[src/rtl/shxd_pkg.sv]
// ----------------------------------------------------------------------------
// Sync-header deframer package
// Shared constants and types for the sync-header XOR-checksum packet deframer.
// ----------------------------------------------------------------------------
package shxd_pkg;

	localparam int BYTE_W           = 8;
	localparam int PACKET_BYTES_DEF = 23;
	localparam logic [BYTE_W-1:0] HEADER_RESET = 8'hB4;

	// Payload starts after the two sync bytes and spans at most 20 bytes.
	localparam int PAYLOAD_FIRST = 2;
	localparam int PAYLOAD_BYTES = 20;
	localparam int PAYLOAD_W     = PAYLOAD_BYTES * BYTE_W;
	localparam int LOW_W         = 64;
	localparam int MID_W         = 64;
	localparam int HIGH_W        = 32;

	// Outcome of one window check.
	typedef struct packed {
		logic hdr_hit;
		logic sum_ok;
	} shxd_chk_t;

endpackage

[src/rtl/shxd_cell.sv]
// ----------------------------------------------------------------------------
// Window cell
// One byte of the sliding window; takes its neighbor's byte on every shift.
// ----------------------------------------------------------------------------
module shxd_cell (
	input  logic                        clk,
	input  logic                        shift_en,
	input  logic [shxd_pkg::BYTE_W-1:0] byte_in,
	output logic [shxd_pkg::BYTE_W-1:0] byte_out
);
	import shxd_pkg::*;

	logic [BYTE_W-1:0] byte_q;

	always_ff @(posedge clk) begin
		if (shift_en) begin
			byte_q <= byte_in;
		end
	end

	assign byte_out = byte_q;

endmodule

[src/rtl/shxd_check.sv]
// ----------------------------------------------------------------------------
// Window check
// Compares the two sync bytes with the header and the XOR of the body with
// the trailing checksum byte.
// ----------------------------------------------------------------------------
module shxd_check #(
	parameter int PACKET_BYTES = shxd_pkg::PACKET_BYTES_DEF
) (
	input  logic [PACKET_BYTES-1:0][shxd_pkg::BYTE_W-1:0] win,
	input  logic [shxd_pkg::BYTE_W-1:0]                   header,
	output shxd_pkg::shxd_chk_t                           chk
);
	import shxd_pkg::*;

	localparam int BODY_BYTES = PACKET_BYTES - 3;

	logic [BYTE_W-1:0][BODY_BYTES-1:0] col;
	logic [BYTE_W-1:0]                 sum;

	// Each checksum bit is an independent XOR tree over one bit column.
	for (genvar b = 0; b < BYTE_W; b++) begin : g_bit
		for (genvar i = 0; i < BODY_BYTES; i++) begin : g_byte
			assign col[b][i] = win[i + PAYLOAD_FIRST][b];
		end
		assign sum[b] = ^col[b];
	end

	always_comb begin
		chk.hdr_hit = (win[0] == header) && (win[1] == header);
		chk.sum_ok  = (sum == win[PACKET_BYTES-1]);
	end

endmodule

[src/rtl/sync_header_xor_packet_deframer.sv]
// ----------------------------------------------------------------------------
// Sync-header XOR-checksum packet deframer
// Slides a byte window over the received stream and reports framed packets.
// ----------------------------------------------------------------------------
// Path: the byte completing the packet window is taken into the window
//   cells and the check stage, and its result is then registered on out_valid.
// Throughput: one byte per cycle while in_stall is low; the window chain shifts on every accept.
// Reset: clears the fill count, the check stage and the output valid, and
//   loads the header register with 0xB4. Window cells are not reset.
// ----------------------------------------------------------------------------
module sync_header_xor_packet_deframer #(
	parameter int PACKET_BYTES = shxd_pkg::PACKET_BYTES_DEF
) (
	input  logic                        clk,
	input  logic                        arst_n,
	input  logic                        cfg_we,
	input  logic [shxd_pkg::BYTE_W-1:0] cfg_wdata,
	input  logic                        in_valid,
	output logic                        in_stall,
	input  logic [shxd_pkg::BYTE_W-1:0] rx_byte,
	output logic                        out_valid,
	input  logic                        out_stall,
	output logic                        packet_ok,
	output logic [shxd_pkg::LOW_W-1:0]  payload_low,
	output logic [shxd_pkg::MID_W-1:0]  payload_mid,
	output logic [shxd_pkg::HIGH_W-1:0] payload_high
);
	import shxd_pkg::*;

	localparam int FILL_W = $clog2(PACKET_BYTES + 1);
	localparam logic [FILL_W-1:0] FILL_FULL = FILL_W'(PACKET_BYTES);

	// The window is a chain of byte cells. Cell 0 holds the oldest byte and
	// the newest byte enters the last cell; every accept moves each byte one
	// cell toward cell 0.
	logic [PACKET_BYTES-1:0][BYTE_W-1:0] win;
	logic                                in_acc;

	for (genvar i = 0; i < PACKET_BYTES; i++) begin : g_cell
		logic [BYTE_W-1:0] cell_in;
		if (i == PACKET_BYTES - 1) begin : g_tail
			assign cell_in = rx_byte;
		end else begin : g_link
			assign cell_in = win[i + 1];
		end
		shxd_cell u_cell (
			.clk      (clk),
			.shift_en (in_acc),
			.byte_in  (cell_in),
			.byte_out (win[i])
		);
	end

	// Header register; the user must write it only while the block is idle (not enforced here).
	logic [BYTE_W-1:0] header_q;

	always_ff @(posedge clk or negedge arst_n) begin
		if (!arst_n) begin
			header_q <= HEADER_RESET;
		end else if (cfg_we) begin
			header_q <= cfg_wdata;
		end
	end

	// The check stage looks at the window in the cycle after each accepted
	// item. It can only retire when the output register can take a result;
	// while it waits, the input is stalled so the window stays put.
	logic        chk_s1;
	logic        out_valid_q;
	logic        out_load;
	logic        full_hit;
	logic        load_ok;
	shxd_chk_t   chk;
	logic [FILL_W-1:0] fill_q;
	logic [FILL_W-1:0] fill_eff;

	shxd_check #(
		.PACKET_BYTES (PACKET_BYTES)
	) u_check (
		.win    (win),
		.header (header_q),
		.chk    (chk)
	);

	assign out_load = !out_valid_q || !out_stall;
	assign in_stall = !out_load;
	assign in_acc   = in_valid && !in_stall;

	// A result appears only for a full window whose sync bytes match.
	assign full_hit = chk_s1 && (fill_q == FILL_FULL) && chk.hdr_hit;
	assign load_ok  = out_load && full_hit && chk.sum_ok;

	// A good packet empties the window, so the count restarts from zero
	// before the next byte (which may arrive in this same cycle) is counted.
	assign fill_eff = load_ok ? '0 : fill_q;

	always_ff @(posedge clk or negedge arst_n) begin
		if (!arst_n) begin
			fill_q <= '0;
			chk_s1 <= 1'b0;
		end else begin
			if (in_acc) begin
				fill_q <= (fill_eff == FILL_FULL) ? FILL_FULL : fill_eff + 1'b1;
				chk_s1 <= 1'b1;
			end else begin
				fill_q <= fill_eff;
				if (out_load) begin
					chk_s1 <= 1'b0;
				end
			end
		end
	end

	// Payload bytes at or beyond the checksum position read as zero.
	logic [PAYLOAD_BYTES-1:0][BYTE_W-1:0] pay_c;
	logic [PAYLOAD_W-1:0]                 pay_q;
	logic                                 ok_q;

	for (genvar k = 0; k < PAYLOAD_BYTES; k++) begin : g_pay
		if (k + PAYLOAD_FIRST < PACKET_BYTES - 1) begin : g_live
			assign pay_c[k] = win[k + PAYLOAD_FIRST];
		end else begin : g_zero
			assign pay_c[k] = '0;
		end
	end

	always_ff @(posedge clk or negedge arst_n) begin
		if (!arst_n) begin
			out_valid_q <= 1'b0;
		end else if (out_load) begin
			out_valid_q <= full_hit;
		end
	end

	always_ff @(posedge clk) begin
		if (out_load && full_hit) begin
			ok_q  <= chk.sum_ok;
			pay_q <= pay_c;
		end
	end

	assign out_valid    = out_valid_q;
	assign packet_ok    = ok_q;
	assign payload_low  = pay_q[LOW_W-1:0];
	assign payload_mid  = pay_q[LOW_W+MID_W-1:LOW_W];
	assign payload_high = pay_q[PAYLOAD_W-1:LOW_W+MID_W];

	// A pending check that cannot retire must still be pending next cycle.
	a_chk_hold: assert property (@(posedge clk) disable iff (!arst_n)
		chk_s1 && !out_load |=> chk_s1)
		else $error("pending window check was dropped");

	// After a good packet the window restarts: at most one new byte counted.
	a_fill_restart: assert property (@(posedge clk) disable iff (!arst_n)
		load_ok |=> fill_q <= FILL_W'(1))
		else $error("fill count not restarted after good packet");

	// The fill count never passes the window length.
	a_fill_cap: assert property (@(posedge clk) disable iff (!arst_n)
		fill_q <= FILL_FULL)
		else $error("fill count exceeds window length");

	// A result is only loaded from a window that was actually checked.
	a_result_src: assert property (@(posedge clk) disable iff (!arst_n)
		out_load && full_hit |=> out_valid_q && $past(chk_s1))
		else $error("result loaded without a window check");

endmodule

[config.mk]
export PLATFORM = sky130hd
export DESIGN_NAME = sync_header_xor_packet_deframer
export DESIGN_NICKNAME = d
export VERILOG_FILES = /design/src/rtl/shxd_pkg.sv /design/src/rtl/shxd_cell.sv /design/src/rtl/shxd_check.sv /design/src/rtl/sync_header_xor_packet_deframer.sv
export SDC_FILE = /design/constraint.sdc
export NUM_CORES = 1
export LEC_CHECK = 0
export BUFFER_PORTS_ARGS = -buffer_cell sky130_fd_sc_hd__buf_2
export CORE_MARGIN = 2
export CORE_UTILIZATION = 55
export CTS_CLUSTER_DIAMETER = 40
export CTS_CLUSTER_SIZE = 12
export DETAILED_ROUTE_END_ITERATION = 6
export PLACE_DENSITY = 0.77
export SLEW_MARGIN = 5
export SYNTH_ARGS = -nofsm -noshare
export SYNTH_HDL_FRONTEND = slang
export SYNTH_SLANG_ARGS = --single-unit
[constraint.sdc]
create_clock -name clk -period 11 [get_ports clk]
set_clock_uncertainty 0.15 [all_clocks]
set_input_delay 1.1 -clock clk [delete_from_list [all_inputs] [get_ports clk]]
set_output_delay 1.1 -clock clk [all_outputs]
set_load 0.005 [all_outputs]
=== Word-level counts from Yosys, hierarchy flattened ===
Index checks and enable logic that the tools add are counted.
Widths: inputs -> output; s select.

* Add/sub/neg operators: 1
* Equality and inequality tests: 5
* Multiplexer cells: 5
* Reduce and logical (&&, ||, !) cells: 19

{| class="wikitable"
|+ Operators with widths
! operator !! count
|-
| $reduce_xor 20->1 || 8
|-
| $eq 8x8->1 || 3
|-
| $mux 5 || 3
|-
| $eq 5x5->1 const B || 2
|-
| $logic_and 1x1->1 || 6
|-
| $add 5x1->5 const B || 1
|-
| $logic_not 1->1 || 3
|-
| $mux 1 || 2
|-
| $reduce_bool 2->1 || 1
|-
| $logic_or 1x1->1 || 1
|}

* Register bits after elaboration: 360

=== Depth between registers and ports, before layout ===
* Depth after elaboration: 9
* Depth in mapped cells: 12
* Gate-level depth less buffers: 12

=== Modules after synthesis ===
A second synthesis with hierarchy kept.

* Cell total of the unflattened synthesis: 579
* Area total of the unflattened synthesis: 12653.4 um^2

{| class="wikitable"
|+ By module, submodules not included
! module !! instances !! cells each !! area an instance (um^2) !! seq. area each (um^2)
|-
| sync_header_xor_packet_deframer || 1 || 219 || 5549.1 || 5215.0
|-
| shxd_cell || 23 || 8 || 240.2 || 240.2
|-
| shxd_check || 1 || 176 || 1579.0 || 0.0
|}

=== Least setup slack after synthesis ===
No wires, ideal clock.

* Path kind: reg-to-reg
* Start: register g_cell[1].u_cell.byte_q[6]
* End: register ok_q (netlist: packet_ok), enable pin
* Library setup time: 0.684 ns
* Arrival time: 8.114 ns
* Data required time: 10.166 ns
* Setup slack: 2.052 ns
* Stages on the path, launching flop included: 6
* Buffers on the path: 0
* Cell sequence: edfxtp_1 -> or3_1 -> nand2_1 -> nand4_1 -> or4_1 -> nor2_1

* Word-level cells in the longest chain between the ends: 4

{| class="wikitable"
|+ RTL lines
! item !! RTL line !! source
|-
| from (decl) || shxd_cell.sv:13 || <nowiki>logic [BYTE_W-1:0] byte_q;</nowiki>
|-
| from (signal assigned) || shxd_cell.sv:17 || <nowiki>byte_q <= byte_in;</nowiki>
|-
| $eq 8x8->1 || shxd_check.sv:29 || <nowiki>chk.hdr_hit = (win[0] == header) && (win[1] == header);</nowiki>
|-
| $logic_and 1x1->1 || shxd_check.sv:29 ||
|-
| $logic_and 1x1->1 || sync_header_xor_packet_deframer.sv:90 || <nowiki>assign full_hit = chk_s1 && (fill_q == FILL_FULL) && chk.hdr_hit;</nowiki>
|-
| $logic_and 1x1->1 || sync_header_xor_packet_deframer.sv:136 || <nowiki>if (out_load && full_hit) begin</nowiki>
|-
| to (signal assigned) || sync_header_xor_packet_deframer.sv:137 || <nowiki>ok_q <= chk.sum_ok;</nowiki>
|-
| to (decl) || sync_header_xor_packet_deframer.sv:117 || <nowiki>logic ok_q;</nowiki>
|}

No other way between the ends.
A chain may end at the register's enable or synchronous reset.

=== Worst setup path after layout ===
* Start: register g_cell[1].u_cell.byte_q[6]
* End: register pay_q[34], enable pin

* Word-level cells in the longest chain between the ends: 4

{| class="wikitable"
|+ RTL lines
! item !! RTL line !! source
|-
| $eq 8x8->1 || shxd_check.sv:29 ||
|-
| $logic_and 1x1->1 || shxd_check.sv:29 ||
|-
| $logic_and 1x1->1 || sync_header_xor_packet_deframer.sv:90 ||
|-
| $logic_and 1x1->1 || sync_header_xor_packet_deframer.sv:136 ||
|-
| to (signal assigned) || sync_header_xor_packet_deframer.sv:138 || <nowiki>pay_q <= pay_c;</nowiki>
|-
| to (decl) || sync_header_xor_packet_deframer.sv:116 || <nowiki>logic [PAYLOAD_W-1:0] pay_q;</nowiki>
|}

No other way between the ends.

==> out/results.txt <==
status -> completed
Root Buffer -> clkbuf_16
Hold Buf Count CTS -> 0
Power per Cell Area -> 208 nW/um2
vias after detailed routing -> 5,858
Placer Congestion -> 0.808
Seq/Total Area, Yosys -> 84.6%
R2R Path End -> pay_q[34]$_DFFE_PP_
Post-Syn Area per Cell -> 21.7 um2
Max stage delay cell, worst path -> buf_4
total gr overflow -> 0
reg2reg path depth -> 7
Max clock buf depth -> 3
drt via density -> 5.18
commonest non-fill, non-tap cell in the layout -> edfxtp_1
XOR/XNOR Fraction of Synth Area -> 11.5%
DP HPWL -> 13,000 um
WL/cell -> 18.8 um
initial core utilization -> 56.1%
met2 usage -> 27.3%
data required time of the worst path -> 10.97 ns
CTS tree -> done
final hold violations -> 0
PostCTS Resize Cnt -> 0
Setup WS post-layout -> 6.53 ns
Synth Instances -> 585
Post-Syn Nets -> 607
crit-path max cell delay -> 0.89 ns
met1 usage -> 23.8%
final layout net count -> 836
die width -> 156 um
commonest non-fill, non-tap cells in the layout -> edfxtp_1 (345), buf_2 (183), xnor2_1 (120), clkbuf_16 (45), xor2_1 (25)
Yosys top cell by area -> edfxtp_1
clock latency on the worst-skew pair -> 0.52 ns
largest net degree at the start of global routing -> 191
height of the die -> 156 um
min Tclk post-route -> 4.47 ns
flop2flop setup slack -> 6.53 ns
GR Layer Usage met3 -> 5.44%
Worst Path Max Fanout -> 86
kind of end point of the critical path -> flop
Ys Warns -> 0
flops & latches, synth -> 360
top_reg_cell synth -> edfxtp_1
relative slew slack -> 25.6%
Final ANT Viol Nets -> 0
Crit path buffers/inverters -> 2
first-pass GRT wire length -> 32,500 um
Ports -> 184
Setup Crit Path Kind -> flop to flop
crit path launch type -> flop
TritonRoute pass-1 iters -> 6
row cnt -> 55
core footprint -> 22,600 um2
vias in the first global route -> 5,939
period utilization -> 40.6%
mux share of post-synthesis cell area -> 0.788%
max-cap viol count -> 0
pins over their slew limit -> 0
critical path depth in cells -> 7
Arr. time, crit path -> 4.43 ns
worst min path class -> flop to flop
fillcell total -> 1,467
Num CTS Buffers -> 42
peak supply drop -> 0.113 mV
Setup TNS -> 0 ns
gr usage total -> 17.4%
Post-Synth Simple-Gate Area -> 2.17%
synth top area cells -> edfxtp_1 (82%), xnor2_1 (8.3%), dfrtp_1 (2.2%), xor2_1 (1.7%), dfstp_2 (0.83%)
dpl ws -> 6.49 ns
H-tree levels -> 2
CP Cell Sequence -> or3_1 -> nand2_1 -> nand4_1 -> or4_1 -> nor2_4 -> buf_4 -> buf_4
Post-Synth Adder-Cell Area -> 0.0985%
WL final -> 21,300 um
Setup crit end -> pay_q[34]$_DFFE_PP_
Reg2Reg Launch Point -> g_cell[1].u_cell.byte_out[6]$_DFFE_PP_
Synth Cell Area -> 12,700 um2
share of layout cells above drive strength 1 -> 31.8%
reported leakage power -> 5.50 nW
worst slew pin tran -> 1.12 ns
Area Overhead vs Synth -> 21.1%
Netlist cell types -> 35
# clock sinks -> 360
fmax -> 224 MHz
compound-gate portion of the synthesized area -> 0.808%
DRT iter0 DRCs -> 509
most used cell, CP -> buf_4
main combinational cell family by area after synthesis -> XOR/XNOR gates
clock transition at the registers of the reported paths -> 0.05 ns
Residual DRC -> 0
number of synthesized flops with an enable pin -> 345
CP startpoint -> g_cell[1].u_cell.byte_out[6]$_DFFE_PP_
fraction of registers with async set/reset -> 4.17%
die area -> 24,300 um2
Yosys top cell area share -> 81.6%
RSZ-0062 raised after global routing -> no
global route hottest layer -> met2
Setup violations, final -> 0
post-CTS setup buffers -> 0
port bufs -> 183
initial antenna violation count -> 1
cell family with most CP delay -> simple AND/OR/NAND/NOR gates
[state kept, by name (all words and copies together) (netlist names)]
name / count
fill_q: 5
packet_ok: 1
header_q: 8
chk_s1: 1
pay_q: 160
out_valid: 1
g_cell.u_cell.byte_out: 184
[metal layers]
metal	share of wire (%)	routed length [um]
met1	44	9280
met4	1.8	393
met3	7.9	1670
met5	0	0
met2	47	9930
[worst min-delay path by stage]
stage | start | end | slack, ns | cells past startpoint
5_1_grt | g_cell[15].u_cell.byte_out[7]$_DFFE_PP_ | g_cell[14].u_cell.byte_out[7]$_DFFE_PP_ | 0.35 | 0
4_1_cts | g_cell[1].u_cell.byte_out[0]$_DFFE_PP_ | g_cell[0].u_cell.byte_out[0]$_DFFE_PP_ | 0.32 | 0
6_report | g_cell[1].u_cell.byte_out[0]$_DFFE_PP_ | g_cell[0].u_cell.byte_out[0]$_DFFE_PP_ | 0.32 | 0
3_5_place_dp | g_cell[1].u_cell.byte_out[0]$_DFFE_PP_ | g_cell[0].u_cell.byte_out[0]$_DFFE_PP_ | 0.31 | 0
3_3_place_gp | g_cell[1].u_cell.byte_out[7]$_DFFE_PP_ | g_cell[0].u_cell.byte_out[7]$_DFFE_PP_ | 0.30 | 0
2_1_floorplan | g_cell[1].u_cell.byte_out[4]$_DFFE_PP_ | g_cell[0].u_cell.byte_out[4]$_DFFE_PP_ | 0.29 | 0
[power by group]
part / switching [mW] / internal (mW) / leakage [nW]
logic: 0.119 / 0.133 / 1.42
registers: 0.0458 / 1.56 / 3.42
clock network: 0.512 / 0.822 / 0.658
total: 0.676 / 2.52 / 5.50
[Yosys cell counts, drive strengths merged, types with 4 or more instances]
| cell type | n |
|---|---|
| dfstp | 4 |
| xnor3 | 8 |
| nor3 | 6 |
| mux2 | 8 |
| nand2 | 11 |
| nor2 | 4 |
| xnor2 | 120 |
| nand3 | 5 |
| and3 | 6 |
| xor2 | 25 |
| nand4 | 4 |
| dfrtp | 11 |
| edfxtp | 345 |
[final cells by class]
| cell class | instances | area [um2] | share of cell area (%) |
|---|---|---|---|
| well taps | 285 | 357 | 2.32 |
| clock inverters | 20 | 186 | 1.21 |
| flip-flops and latches | 360 | 10700 | 69.8 |
| repair buffers | 186 | 958 | 6.23 |
| multi-input cells | 221 | 1950 | 12.7 |
| inverters | 3 | 18.8 | 0.122 |
| diodes | 1 | 2.50 | 0.0163 |
| clock buffers | 54 | 1170 | 7.60 |
[stage by stage]
step           cells  instance area [um2]  hold WS, ns  utilization, %  power (mW)
2_1_floorplan    585                12700        0.292               -        1.83
3_3_place_gp    1054                14000        0.301            61.8        1.88
3_5_place_dp    1054                14000        0.312            61.8        1.89
4_1_cts         1128                15400        0.325            67.8        3.22
5_1_grt         1130                15400        0.345            68.0        3.30
6_report        1130                15400        0.321            68.0        3.19
[cell families after synthesis]
logic type / count (synthesis)
AOI/OAI and AO/OA: 12
buffers and inverters: 4
xor gates and xnor gates: 153
adders and majority gates: 1
muxes: 9
DFF: 360
and+or+nand+nor: 46
No activity file was read; power rests on OpenSTA's default activity.
